`src/rtl/core/bad_pkg.sv`:
```
// Shared constants and register codes of the box average downscaler.
package bad_pkg;

	localparam int DEF_MAX_IMAGE_DIM = 4096;
	localparam int CFG_W = 13;
	localparam int CFG_IDX_W = 2;
	localparam int PIX_W = 32;
	localparam int CHAN_W = 8;
	localparam int NUM_CHAN = 4;
	localparam int SUM_W = 32;

	localparam logic [CFG_IDX_W-1:0] CFG_WIDTH = 2'd0;
	localparam logic [CFG_IDX_W-1:0] CFG_HEIGHT = 2'd1;
	localparam logic [CFG_IDX_W-1:0] CFG_MAXDIM = 2'd2;

endpackage

```
`src/rtl/core/bad_scale_div.sv`:
```
// Restoring divider, one quotient bit per cycle, for the tile size.
module bad_scale_div import bad_pkg::*; #(
	parameter int NUM_W = 14,
	parameter int Q_W = 13
) (
	input  logic             clk,
	input  logic             arst_n,
	input  logic             start,
	input  logic [NUM_W-1:0] num,
	input  logic [CFG_W-1:0] den,
	output logic             done,
	output logic [Q_W-1:0]   quo
);
	localparam int CNT_W = $clog2(NUM_W + 1);

	logic [NUM_W-1:0] num_q;
	logic [CFG_W-1:0] den_q;
	logic [CFG_W-1:0] rem_q;
	logic [CNT_W-1:0] cnt_q;
	logic             busy_q;
	logic [CFG_W:0]   trial;
	logic             ge;
	logic             fin_q;

	assign trial = {rem_q, num_q[NUM_W-1]};
	assign ge = trial >= {1'b0, den_q};
	assign done = fin_q;
	assign quo = num_q[Q_W-1:0];

	always_ff @(posedge clk or negedge arst_n) begin
		if (!arst_n) begin
			busy_q <= 1'b0;
			cnt_q <= '0;
		end else if (start) begin
			busy_q <= 1'b1;
			cnt_q <= CNT_W'(NUM_W);
		end else if (busy_q) begin
			cnt_q <= cnt_q - CNT_W'(1);
			if (cnt_q == CNT_W'(1)) begin
				busy_q <= 1'b0;
			end
		end
	end

	always_ff @(posedge clk) begin
		if (start) begin
			num_q <= num;
			den_q <= den;
			rem_q <= '0;
		end else if (busy_q) begin
			rem_q <= ge ? CFG_W'(trial - {1'b0, den_q}) : trial[CFG_W-1:0];
			num_q <= {num_q[NUM_W-2:0], ge};
		end
	end

	// quotient is complete once the shift count runs out
	always_ff @(posedge clk or negedge arst_n) begin
		if (!arst_n) begin
			fin_q <= 1'b0;
		end else begin
			fin_q <= busy_q && (cnt_q == CNT_W'(1));
		end
	end
endmodule

```
`config.mk`:
```
export PLATFORM = sky130hd
export DESIGN_NAME = bad_scale_div
export DESIGN_NICKNAME = d
export VERILOG_FILES = /design/src/rtl/core/bad_pkg.sv /design/src/rtl/core/bad_scale_div.sv
export SDC_FILE = /design/constraint.sdc
export NUM_CORES = 1
export LEC_CHECK = 0
export BUFFER_PORTS_ARGS = -buffer_cell sky130_fd_sc_hd__buf_2
export CAP_MARGIN = 5
export CORE_MARGIN = 3
export CORE_UTILIZATION = 40
export DETAILED_ROUTE_END_ITERATION = 8
export PLACE_DENSITY = 0.71
export SLEW_MARGIN = 0
export SYNTH_ARGS = -nofsm -noshare
export SYNTH_HDL_FRONTEND = slang
export SYNTH_SLANG_ARGS = --single-unit
```
`constraint.sdc`:
```
create_clock -name clk -period 2.8 [get_ports clk]
set_input_delay 0.56 -clock clk [delete_from_list [all_inputs] [get_ports clk]]
set_output_delay 0.56 -clock clk [all_outputs]
set_load 0.1 [all_outputs]
```
==> results_dict.tcl <==
set metrics [dict create \
    finalCritPeriodShare_pct 87.4 \
    worst_slew_pin_slew_ns 0.557 \
    synth.distinct_cells 56 \
    die_h_microns 88.1 \
    gr-total-overflow 0 \
    cp.arrival_ns 2.70 \
    track_usage_pct 14.0 \
    crit_path_start_kind "register" \
    critPathRequiredTime_ns 3.05 \
    wire_per_inst_microns 14.0 \
    grt_max_degree 42 \
    core_area_sq_um 6460 \
    cts.clk_slew.worst_paths_ns 0.10 \
    max_cap_violations 0 \
    drt_iter0_markers 46 \
    cts-root-buf "clkbuf_8" \
    vias_per_cell 5.26 \
    p_total_mw 2.82 \
    min_period_ns 2.45 \
    vdd_drop_max_v 0.000529 \
    crit_path_max_fanout 8 \
    dpl.hpwl_mm 3.67 \
    grt_pass1_vias 1887 \
    vias 1862 \
    power.leakage_nw 1.27 \
    max_freq_mhz 409 \
    yosysWarnings 0 \
    drive_gt1_share_pct 31.8 \
    drtPass1Iterations 4 \
    antenna_found_initial 0 \
    p_per_area_nw_per_um2 937 \
    cts-resized-gates 0 \
    endpoint_kind "register" \
    clk_latency_ns 0.31 \
    synth_nets 287 \
    syn_to_final_growth_pct 11.5 \
    hold_violations 0 \
    dieArea_sq_um 7760 \
    clock_sinks 46 \
    fin_hold_ws_ns 0.0533 \
    final_util_pct 46.6 \
    syn-cell-area_sq_um 2700 \
    placementRows 29 \
    skew_ns 0.00722 \
    use_met1_pct 19.2 \
    worstSetupPathType "reg2reg" \
    status "finished, final reports clean" \
    met2_usage_pct 21.8 \
    die_w_microns 88.1 \
    cts_buffers 5 \
    synth-edff-count 27 \
    wl_mm 4.95 \
    ant_nets 0 \
    ys_seq_area_share_pct 45.3 \
    syn_inst 241 \
    cts_max_level 2 \
    clockBufferDepth 2 \
    synth_area_per_cell_sq_um 11.2 \
    start_util_pct 41.7 \
    post_cts_buffers 0 \
    cts_tree "done" \
    ioPinCount 44 \
    rsz0062_at_grt "false" \
    synth-seq-cells 46 \
    port_buffers 43 \
    grt_util_met3_pct 3.39 \
    setup_tns_ns 0 \
    grt_pass1_wl_mm 8.55 \
    hp-class "in2async" \
    relSlewSlack_pct 62.8 \
    async_reset_ff_share_pct 13.0 \
    drv_slew 0 \
    final_nets 322 \
    cts_hold_buf 0 \
    synth-main-ff-cell "edfxtp_1" \
    drc_errors 0 \
    place.gp.congestion 0.819 \
    setup_viol 0 \
    top_usage_layer "met2" \
    diodes 0 \
]
[path summary, 6_finish.rpt]
path,end,startpoint,slack (ns),depth (start not counted)
setup / recovery,rem_q[1],num_q[13],0.35,11
setup reg to reg,rem_q[1],num_q[13],0.35,11
hold / removal,cnt_q[1],arst_n,0.05,1
hold reg to reg,done,cnt_q[3],0.50,1
min in group clk,den_q[6],den[6],0.42,1
max in group asynchronous,cnt_q[2],arst_n,2.60,1
[power breakdown]
part | switching [mW] | leakage, nW | internal, mW
clock network | 0.248 | 0.0447 | 0.180
registers | 0.0913 | 0.447 | 0.859
logic | 0.858 | 0.779 | 0.579
total | 1.20 | 1.27 | 1.62
[layout by cell type, fill, tap and decap left out, types with 7 or more instances in the layout]
cell type  count
buf_2         43
edfxtp_1      27
inv_1         19
nor2_1        18
ha_1          15
mux2_2        14
dfxtp_1       13
o21ai_0       12
a21oi_1        9
nand2_1        8
a211oi_1       8
xnor2_1        7
mux2i_1        7
[through the flow]
| step | instances | worst slack (ns) | cell area, sq um |
|---|---|---|---|
| detailed placement | 346 | 0.356 | 2910 |
| floorplan | 241 | 0.359 | 2700 |
| global route | 354 | 0.135 | 3010 |
| finish | 354 | 0.352 | 3010 |
| CTS | 354 | 0.346 | 3010 |
| global placement | 346 | 0.444 | 2910 |
[cells by family after synthesis]
kind of cell | count (synthesis) | synth area share, %
AOI/OAI and AO/OA | 57 | 16.9
xor gates and xnor gates | 9 | 2.92
buffers and inverters | 41 | 7.84
adders and majority gates | 16 | 7.70
DFF | 46 | 45.3
and+or+nand+nor | 51 | 10.9
muxes | 21 | 8.45
[metal layers]
layer | share of wire [%] | vias to the layer above
li1 | - | 934
met1 | 49 | 880
met2 | 45 | 42
met3 | 4.8 | 6
met4 | 1.2 | 0
met5 | 0 | -
[cells in the mapped netlist (4+ instances only)]
| cell type | number | area share [%] |
|---|---|---|
| nor2_1 | 18 | 2.5 |
| o21ai_0 | 12 | 2.2 |
| xnor2_1 | 7 | 2.3 |
| dfxtp_1 | 13 | 9.7 |
| a21oi_1 | 9 | 1.7 |
| a211oi_1 | 8 | 2.2 |
| mux2i_1 | 7 | 2.6 |
| edfxtp_1 | 27 | 30 |
| dfrtp_1 | 6 | 5.6 |
| buf_4 | 13 | 3.6 |
| nand2_1 | 8 | 1.1 |
| ha_1 | 15 | 7.0 |
| inv_1 | 19 | 2.6 |
| o211ai_1 | 4 | 1.1 |
| mux2_2 | 14 | 5.8 |
[state kept, by name (all words and copies together) (netlist names)]
register / cells
num_q: 14
den_q: 13
rem_q: 13
cnt_q: 4
busy_q: 1
done: 1
[worst max-delay path: stages, from the launching register on]
cell and delay, ns:
edfxtp_1 0.36, inv_1 0.05, ha_1 0.21, fa_1 0.40, nand2b_2 0.21, a21oi_2 0.19
a211o_1 0.19, a21oi_4 0.08, o21ai_4 0.14, buf_4 0.18, nor4b_1 0.23, a311o_1 0.16
[cell type report]
cell class / count / area, sq um
clock inverters: 3 / 25.0
clock buffers: 5 / 68.8
repair buffers: 48 / 253
well taps: 77 / 96.3
flip-flops and latches: 46 / 1220
multi-input cells: 154 / 1260
inverters: 21 / 78.8
fillers: 614 / 3450
Power figures use the tool's default switching activity.
