===== src/rtl/core/bad_pkg.sv =====
// Shared constants and register codes of the box average downscaler.
package bad_pkg;

	localparam int DEF_MAX_IMAGE_DIM = 4096;
	localparam int CFG_W = 13;
	localparam int CFG_IDX_W = 2;
	localparam int PIX_W = 32;
	localparam int CHAN_W = 8;
	localparam int NUM_CHAN = 4;
	localparam int SUM_W = 32;

	localparam logic [CFG_IDX_W-1:0] CFG_WIDTH = 2'd0;
	localparam logic [CFG_IDX_W-1:0] CFG_HEIGHT = 2'd1;
	localparam logic [CFG_IDX_W-1:0] CFG_MAXDIM = 2'd2;

endpackage


===== src/rtl/core/bad_avg_div.sv =====
// Four-lane divider that turns channel sums into saturated 8-bit averages.
module bad_avg_div import bad_pkg::*; #(
	parameter int N_W = 26
) (
	input  logic                      clk,
	input  logic                      arst_n,
	input  logic                      start,
	input  logic [NUM_CHAN*SUM_W-1:0] sums,
	input  logic [N_W-1:0]            n,
	output logic                      done,
	output logic [PIX_W-1:0]          avg
);
	localparam int CW = (N_W + 9 > SUM_W + 1) ? N_W + 9 : SUM_W + 1;
	localparam int STEP_W = $clog2(CHAN_W);

	logic [CW-1:0]     rem_q [NUM_CHAN];
	logic [CHAN_W-1:0] quo_q [NUM_CHAN];
	logic              sat_q [NUM_CHAN];
	logic [N_W-1:0]    n_q;
	logic [STEP_W-1:0] step_q;
	logic              busy_q;
	logic              done_q;
	logic [CW-1:0]     dvs;
	logic [CW-1:0]     lim;

	assign dvs = CW'(n_q) << step_q;
	assign lim = CW'(n) << CHAN_W;
	assign done = done_q;

	always_ff @(posedge clk or negedge arst_n) begin
		if (!arst_n) begin
			busy_q <= 1'b0;
			done_q <= 1'b0;
			step_q <= '0;
		end else begin
			done_q <= busy_q && (step_q == '0);
			if (start) begin
				busy_q <= 1'b1;
				step_q <= STEP_W'(CHAN_W - 1);
			end else if (busy_q) begin
				step_q <= step_q - STEP_W'(1);
				if (step_q == '0) begin
					busy_q <= 1'b0;
				end
			end
		end
	end

	always_ff @(posedge clk) begin
		if (start) begin
			n_q <= n;
		end
	end

	for (genvar l = 0; l < NUM_CHAN; l++) begin : g_lane
		logic [CW-1:0] sum_x;
		logic          ge;
		assign sum_x = CW'(sums[l*SUM_W +: SUM_W]);
		assign ge = rem_q[l] >= dvs;
		always_ff @(posedge clk) begin
			if (start) begin
				rem_q[l] <= sum_x;
				sat_q[l] <= sum_x >= lim;
				quo_q[l] <= '0;
			end else if (busy_q) begin
				if (ge) begin
					rem_q[l] <= rem_q[l] - dvs;
				end
				quo_q[l] <= {quo_q[l][CHAN_W-2:0], ge};
			end
		end
		assign avg[l*CHAN_W +: CHAN_W] = sat_q[l] ? {CHAN_W{1'b1}} : quo_q[l];
	end
endmodule


===== config.mk =====
export PLATFORM = sky130hd
export DESIGN_NAME = bad_avg_div
export DESIGN_NICKNAME = d
export VERILOG_FILES = /design/src/rtl/core/bad_pkg.sv /design/src/rtl/core/bad_avg_div.sv
export SDC_FILE = /design/constraint.sdc
export NUM_CORES = 1
export LEC_CHECK = 0
export ABC_AREA = 1
export BUFFER_PORTS_ARGS = -buffer_cell sky130_fd_sc_hd__buf_4
export CORE_MARGIN = 4
export CORE_UTILIZATION = 30
export CTS_CLUSTER_SIZE = 10
export DETAILED_ROUTE_END_ITERATION = 8
export GPL_TIMING_DRIVEN = 0
export PLACE_DENSITY = 0.44
export SYNTH_ARGS = -nofsm -noshare
export SYNTH_HDL_FRONTEND = slang
export SYNTH_SLANG_ARGS = --single-unit

===== constraint.sdc =====
create_clock -name clk -period 8 [get_ports clk]
set_input_delay 1.2 -clock clk [delete_from_list [all_inputs] [get_ports clk]]
set_output_delay 1.2 -clock clk [all_outputs]
set_load 0.005 [all_outputs]

==> results.toml, run 1 <==
[clock_tree]
htree_levels = 1
cts_hold_buffers = 0
numClockSinks = 207
inserted_clock_buffers = 31
cts_buffer_depth = 3
post_cts.resized_instances = 0
clk_pin_slew_worst_paths_ps = 60
post_cts_buffers = 0
clkLatencyLatePin_ps = 620
cts_tree = "done"
cts-root-buf = "sky130_fd_sc_hd__clkbuf_16"

[global_routing]
gr-total-overflow = 0
grt_pass1_wl_um = 151000
grt_start_max_net_pins = 35
grt_pass1_vias = 23600
number_of_antenna_violations_at_the_first_check_in_global_routing = 3
global_router_s_overall_resource_usage_pct = 24.4

[cells_and_area]
area_delta_synth_final_pct = 17.4
drive_gt1_share_pct = 8.87
ff_latch_area_mm2 = 0.00619
multiInputGateArea_mm2 = 0.0146
nets = 4498
layout.cell_area.non_filler_mm2 = 0.0279
fillerInstances = 8932
number_of_non_filler_instances_in_the_completed_layout = 5180

[synth]
synthArstFlopShare_pct = 2.42
yosys_warnings = 0
synthDistinctLibCells = 46
count_of_flip_flops_with_a_built_in_enable_after_synthesis = 202
ys_dominant_reg_cell = "sky130_fd_sc_hd__edfxtp_1"
ys_seq_area_share_pct = 26.0
postSynthRegisterBits = 207
postSynthNetCount = 4264
syn-cell-area_mm2 = 0.0238
syn_inst = 3869
synth.avg_cell_area_um2 = 6.15

[critical_path]
critPathLaunchType = "flip-flop"
criticalPathCategory = "flip-flop to flip-flop"
required_ps = 8310
worst-path-buf-inv = 5
rr_endpoint = "rem_q[1][5]$_DFFE_PP_"
critPathArrivalTime_ps = 5420
setup.worst_path.end_class = "flip-flop"
crit_fanout = 19
crit_path_cell_trace = "inv_2 -> clkbuf_1 -> nand2_1 -> a31oi_1 -> nand2_1 -> ha_1 -> buf_2 -> nand2_1 -> nand2_1 -> inv_1 -> nand2_1 -> nand4_1 -> nand3_1 -> nand3_2 -> a31oi_4 -> buf_16"
critical_path.slowest_cell = "sky130_fd_sc_hd__a31oi_4"
rr_worst_depth = 16
r2r_start = "step_q[0]$_DFFE_PN0P_"
regToRegSetupSlack_ps = 2890
critical-path-top-delay-family = "simple AND/OR/NAND/NOR gates"
path_common_cell = "sky130_fd_sc_hd__nand2_1"
crit_path_max_incr_delay_ps = 650

[route]
detail_route.wirelength_um = 104000
postRouteAntennaNets = 0
drcViolationCount = 0
iteration_0_drc_count_of_the_detailed_router = 1791
tritonroute_pass_1_iters = 7
total_vias_in_the_final_route = 24400
viasPerCell = 4.72
avgRoutedWirePerCell_um = 20.1

[sta]
rsz_0062_raised_after_global_routing = "no"
number_of_max_slew_violations_in_the_final_report = 0
finalWorstPathRequiredPeriod_ps = 5110
timing_worst_slew_pin_value_ps = 1450
timing.setup.tns_ps = 0
hold_violation_count_in_the_final_report = 0
finalCritPeriodShare_pct = 63.9
slew_headroom_pct = 3.60
report.final.setup_viol = 0
achievable-frequency_mhz = 196
timing.clock.skew_ps = 25.7
timing.hold.ws_ps = 379

[die]
boundaryPins = 190
fp.dieW_um = 290
starting_density_pct = 30.2
die-area_mm2 = 0.0839
design.core.area_mm2 = 0.0787
rows = 103
die_h_um = 290

[placed_design]
placed_cell_area_mm2 = 0.0268
io_buffer_count = 189
gp_congestion = 0.945
place_inst = 5120
hpwlAfterDp_um = 86800

[run]
drv.max_cap_violation_count = 0

[run_status]
result_of_the_run = "finished clean"

[min_path]
hold_class = "input pin to async pin"
[worst max-delay path by stage]
stage	startpoint	to	slack, ps	depth (start not counted)
2_1_floorplan	step_q[1]$_DFFE_PN0P_	rem_q[2][0]$_DFFE_PP_	3170	13
3_3_place_gp	step_q[1]$_DFFE_PN0P_	rem_q[3][3]$_DFFE_PP_	-850	13
3_5_place_dp	step_q[0]$_DFFE_PN0P_	rem_q[1][5]$_DFFE_PP_	2900	16
4_1_cts	step_q[0]$_DFFE_PN0P_	rem_q[1][5]$_DFFE_PP_	2900	16
5_1_grt	step_q[0]$_DFFE_PN0P_	rem_q[1][5]$_DFFE_PP_	2620	16
6_report	step_q[0]$_DFFE_PN0P_	rem_q[1][5]$_DFFE_PP_	2890	16
[cell usage after synthesis, types with 2 or more instances]
| cell | number | area (um^2) |
|---|---|---|
| sky130_fd_sc_hd__buf_1 | 8 | 30.0 |
| sky130_fd_sc_hd__nand4_1 | 63 | 394 |
| sky130_fd_sc_hd__and3_1 | 4 | 25.0 |
| sky130_fd_sc_hd__nand2_2 | 13 | 81.3 |
| sky130_fd_sc_hd__buf_4 | 11 | 82.6 |
| sky130_fd_sc_hd__dfrtp_1 | 5 | 125 |
| sky130_fd_sc_hd__buf_6 | 13 | 146 |
| sky130_fd_sc_hd__buf_2 | 3 | 15.0 |
| sky130_fd_sc_hd__and2_1 | 26 | 163 |
| sky130_fd_sc_hd__clkbuf_1 | 24 | 90.1 |
| sky130_fd_sc_hd__nor2_2 | 14 | 87.6 |
| sky130_fd_sc_hd__nand3_1 | 295 | 1480 |
| sky130_fd_sc_hd__or2_2 | 6 | 37.5 |
| sky130_fd_sc_hd__nor4_1 | 19 | 119 |
| sky130_fd_sc_hd__a31oi_1 | 8 | 50.1 |
| sky130_fd_sc_hd__o211ai_1 | 6 | 45.0 |
| sky130_fd_sc_hd__inv_1 | 711 | 2670 |
| sky130_fd_sc_hd__a21oi_2 | 6 | 52.6 |
| sky130_fd_sc_hd__nand3_2 | 5 | 50.1 |
| sky130_fd_sc_hd__nor3_1 | 32 | 160 |
| sky130_fd_sc_hd__o21a_1 | 3 | 22.5 |
| sky130_fd_sc_hd__xnor2_1 | 4 | 35.0 |
| sky130_fd_sc_hd__nand2_4 | 6 | 67.6 |
| sky130_fd_sc_hd__inv_2 | 16 | 60.1 |
| sky130_fd_sc_hd__clkinv_1 | 2 | 7.51 |
| sky130_fd_sc_hd__nand2_8 | 2 | 40.0 |
| sky130_fd_sc_hd__a211oi_1 | 3 | 22.5 |
| sky130_fd_sc_hd__nand2_1 | 1628 | 6110 |
| sky130_fd_sc_hd__nand3b_1 | 9 | 67.6 |
| sky130_fd_sc_hd__edfxtp_1 | 202 | 6070 |
| sky130_fd_sc_hd__o21ai_0 | 55 | 275 |
| sky130_fd_sc_hd__ha_1 | 234 | 2930 |
| sky130_fd_sc_hd__nor2_1 | 244 | 916 |
| sky130_fd_sc_hd__o22ai_1 | 2 | 12.5 |
| sky130_fd_sc_hd__fa_1 | 4 | 80.1 |
| sky130_fd_sc_hd__a21oi_1 | 117 | 586 |
| sky130_fd_sc_hd__a21o_1 | 2 | 15.0 |
| sky130_fd_sc_hd__xor2_1 | 56 | 490 |
[cell families (layout without fill, tap and decap cells)]
| group | after synthesis | count (layout) | synth area share (%) |
|---|---|---|---|
| AND/OR/NAND/NOR | 2370 | 2370 | 41.4 |
| flip-flops | 207 | 207 | 26.0 |
| other | 0 | 2 | 0 |
| multiplexers | 1 | 1 | 0.0421 |
| XOR/XNOR | 60 | 60 | 2.21 |
| buffers and inverters | 788 | 1047 | 13.0 |
| adder cells (fa/ha/maj) | 238 | 238 | 12.6 |
| AO/OA/AOI/OAI | 205 | 205 | 4.64 |
[sequential cells by signal (all words and copies together), names as in the netlist]
name    flops
busy_q      1
done        1
n_q        26
quo_q      32
rem_q     140
sat_q       4
step_q      3
[stage by stage]
step / util [%] / setup WS (ps)
2_1_floorplan: - / 3170
3_3_place_gp: 33.7 / -852
3_5_place_dp: 34.1 / 2900
4_1_cts: 35.5 / 2900
5_1_grt: 35.5 / 2620
6_report: 35.5 / 2890
[area by class of cell]
class,instances,share of cell area (%)
Sequential cell,207,22.2
Buffer,59,1.30
Inverter,729,9.80
Clock buffer,41,3.13
Timing Repair Buffer,201,5.78
Clock inverter,17,0.878
Antenna cell,2,0.0179
Tap cell,1050,4.70
Multi-Input combinational cell,2874,52.2
[cells in the final DEF (no fill, tap or decap), types with 8 or more instances in the layout]
| cell | count |
|---|---|
| sky130_fd_sc_hd__inv_2 | 17 |
| sky130_fd_sc_hd__nor3_1 | 32 |
| sky130_fd_sc_hd__nor4_1 | 19 |
| sky130_fd_sc_hd__buf_1 | 8 |
| sky130_fd_sc_hd__nand4_1 | 63 |
| sky130_fd_sc_hd__nand2_1 | 1628 |
| sky130_fd_sc_hd__xor2_1 | 56 |
| sky130_fd_sc_hd__and2_1 | 26 |
| sky130_fd_sc_hd__nor2_1 | 242 |
| sky130_fd_sc_hd__clkbuf_16 | 31 |
| sky130_fd_sc_hd__nor2_2 | 16 |
| sky130_fd_sc_hd__buf_6 | 20 |
| sky130_fd_sc_hd__o21ai_0 | 49 |
| sky130_fd_sc_hd__ha_1 | 234 |
| sky130_fd_sc_hd__nand2_2 | 13 |
| sky130_fd_sc_hd__a21oi_1 | 117 |
| sky130_fd_sc_hd__nand3b_1 | 9 |
| sky130_fd_sc_hd__clkbuf_1 | 28 |
| sky130_fd_sc_hd__inv_1 | 710 |
| sky130_fd_sc_hd__edfxtp_1 | 202 |
| sky130_fd_sc_hd__clkinv_2 | 8 |
| sky130_fd_sc_hd__buf_4 | 200 |
| sky130_fd_sc_hd__nand3_1 | 295 |
[per-layer routing]
layer,share of wire (%),GRT usage (%)
met5,0,0
met1,46,33.2
met2,46,41.1
met4,3.3,7.14
met3,4.2,2.56
Power of run 1 is not shown: default switching activity piles up to over one toggle a cycle in this logic, so the estimate is an artifact.
==> run 2: changes to the inputs <==
Settings changed: PLACE_DENSITY 0.44 to 0.45.
Clock period 8 ns to 4.7 ns, I/O delays scaled along.
==> run 2 against run 1 <==
Net effect: flip-flop and latch count unchanged; register-to-register slack got worse by 2500 ps; global-route usage shrank 0.20 points; final area hardly changed; fmax rose by 17%; hold slack got worse by 110 ps; cell count about the same; clock skew shrank 2.1 ps; die area unchanged; routed wire length decreased by 0.67%; utilization about the same; critical path depth increased by 1; highest routed layer unchanged.
==> results.toml, run 2 (synthesis gave the netlist of run 1 again) <==
[run_status]
result_of_the_run = "finished clean"

[sta]
finalCritPeriodShare_pct = 92.5
slew_headroom_pct = 13.6
rsz_0062_raised_after_global_routing = "no"
timing.setup.tns_ps = 0
layout_setup_ws_ps = 350
finalWorstPathRequiredPeriod_ps = 4350
timing_worst_slew_pin_value_ps = 1300
timing.hold.ws_ps = 272
report.final.setup_viol = 0
number_of_max_slew_violations_in_the_final_report = 0
timing.clock.skew_ps = 23.5
achievable-frequency_mhz = 230
hold_violation_count_in_the_final_report = 0

[min_path]
hold_class = "input pin to flip-flop"

[clock_tree]
clk_pin_slew_worst_paths_ps = 60
cts_tree = "done"
numClockSinks = 207
clkLatencyLatePin_ps = 630
cts-root-buf = "sky130_fd_sc_hd__clkbuf_16"
cts_buffer_depth = 3
htree_levels = 1
inserted_clock_buffers = 31

[critical_path]
regToRegSetupSlack_ps = 350
rr_worst_depth = 17
worst_setup_path_endpoint = "rem_q[1][3]$_DFFE_PP_"
r2r_start = "step_q[0]$_DFFE_PN0P_"
crit_path_max_incr_delay_ps = 610
path_common_cell = "sky130_fd_sc_hd__nand2_1"
critPathLaunchType = "flip-flop"
required_ps = 5070
setup.worst_path.end_class = "flip-flop"
critPathArrivalTime_ps = 4720
criticalPathCategory = "flip-flop to flip-flop"
critPathLaunch = "step_q[0]$_DFFE_PN0P_"
crit_fanout = 10
rr_endpoint = "rem_q[1][3]$_DFFE_PP_"
crit_path_cell_trace = "clkbuf_1 -> mux2i_1 -> o21ai_0 -> nand2_1 -> ha_1 -> inv_1 -> nor3_1 -> nand2_1 -> nor2_1 -> nand2_1 -> nand2_1 -> nor2_2 -> nand2_4 -> nand2_4 -> buf_6 -> nand2_1 -> nand2_1"
critical_path.slowest_cell = "sky130_fd_sc_hd__ha_1"

[route]
tritonroute_pass_1_iters = 5
drcViolationCount = 0
detail_route.wirelength_um = 104000
iteration_0_drc_count_of_the_detailed_router = 1747
total_vias_in_the_final_route = 24600
viasPerCell = 4.74
avgRoutedWirePerCell_um = 20.0
postRouteAntennaNets = 0

[die]
design.core.area_mm2 = 0.0787
die-area_mm2 = 0.0839
boundaryPins = 190
die_h_um = 290
fp.dieW_um = 290
starting_density_pct = 30.2
rows = 103

[cells_and_area]
area_delta_synth_final_pct = 17.3
count_of_antenna_diodes_in_the_layout = 0
layout.cell_area.non_filler_mm2 = 0.0279
registers.top_by_ff_count = "rem_q"
most_frequent_cells_in_the_layout = "1624 x sky130_fd_sc_hd__nand2_1, 709 x sky130_fd_sc_hd__inv_1, 295 x sky130_fd_sc_hd__nand3_1"
largest_register_ff_count = 140
nets = 4507
drive_gt1_share_pct = 8.95
fillerInstances = 8925
layout.cells.most_common = "sky130_fd_sc_hd__nand2_1"
registers_with_the_most_flip_flops = "rem_q x140, quo_q x32, n_q x26"

[global_routing]
global_router_s_overall_resource_usage_pct = 24.2
grt_pass1_vias = 23400
grt_pass1_wl_um = 149000
number_of_antenna_violations_at_the_first_check_in_global_routing = 0
grt_start_max_net_pins = 35
gr-total-overflow = 0

[placed_design]
pre_cts_ws_ps = -405
gp_congestion = 0.972
hpwlAfterDp_um = 86200
io_buffer_count = 189
placed_cell_area_mm2 = 0.0268

[run]
drv.max_cap_violation_count = 0
==> run 2: repair_timing <==
item,CTS,global route
cloned,0,0
endpoints found under the setup margin,167,65
hold buffers,1,0
pin swaps,3,1
hold endpoints to repair,5,0
resized for setup,2,8
buffers inserted,6,1
==> run 2: worst min-delay path by stage <==
stage / startpoint / end / slack (ps) / depth (start not counted)
6_report: n[7] / n_q[7]$_DFFE_PP_ / 270 / 1
5_1_grt: n[7] / n_q[7]$_DFFE_PP_ / 260 / 1
4_1_cts: n[1] / n_q[1]$_DFFE_PP_ / 240 / 1
3_5_place_dp: arst_n / done$_DFF_PN0_ / 530 / 1
3_3_place_gp: arst_n / done$_DFF_PN0_ / 530 / 1
2_1_floorplan: arst_n / busy_q$_DFF_PN0_ / 410 / 0
==> run 2: final cells by class <==
cell class	count	area [um^2]	area share (%)
Sequential cell	207	6190	22.2
Inverter	729	2740	9.82
Buffer	59	367	1.31
Multi-Input combinational cell	2874	14600	52.3
Clock buffer	35	791	2.83
Tap cell	1050	1310	4.71
Timing Repair Buffer	210	1730	6.19
Clock inverter	20	174	0.623
==> run 2: critical path, delay by kind of cell, from the launching register on <==
kind,cells,cell delay [ps]
AO/OA/AOI/OAI,1,240
flip-flops,1,430
AND/OR/NAND/NOR,11,1820
buffers and inverters,3,790
adder cells (fa/ha/maj),1,610
multiplexers,1,180
==> run 2: through the flow <==
| step | instances | utilization, % |
|---|---|---|
| finish | 5184 | 35.4 |
| global placement | 5108 | 33.7 |
| global route | 5184 | 35.4 |
| floorplan | 3869 | - |
| CTS | 5183 | 35.4 |
| detailed placement | 5121 | 34.1 |
==> run 2: layer usage <==
layer,GRT usage (%),vias to the layer above,share of wire [%]
li1,-,12600,-
met4,7.25,0,3.4
met5,0,-,0
met3,2.07,115,4.6
met1,33.2,11300,46
met2,40.6,532,46
Power of run 2 is left out for the same reason.
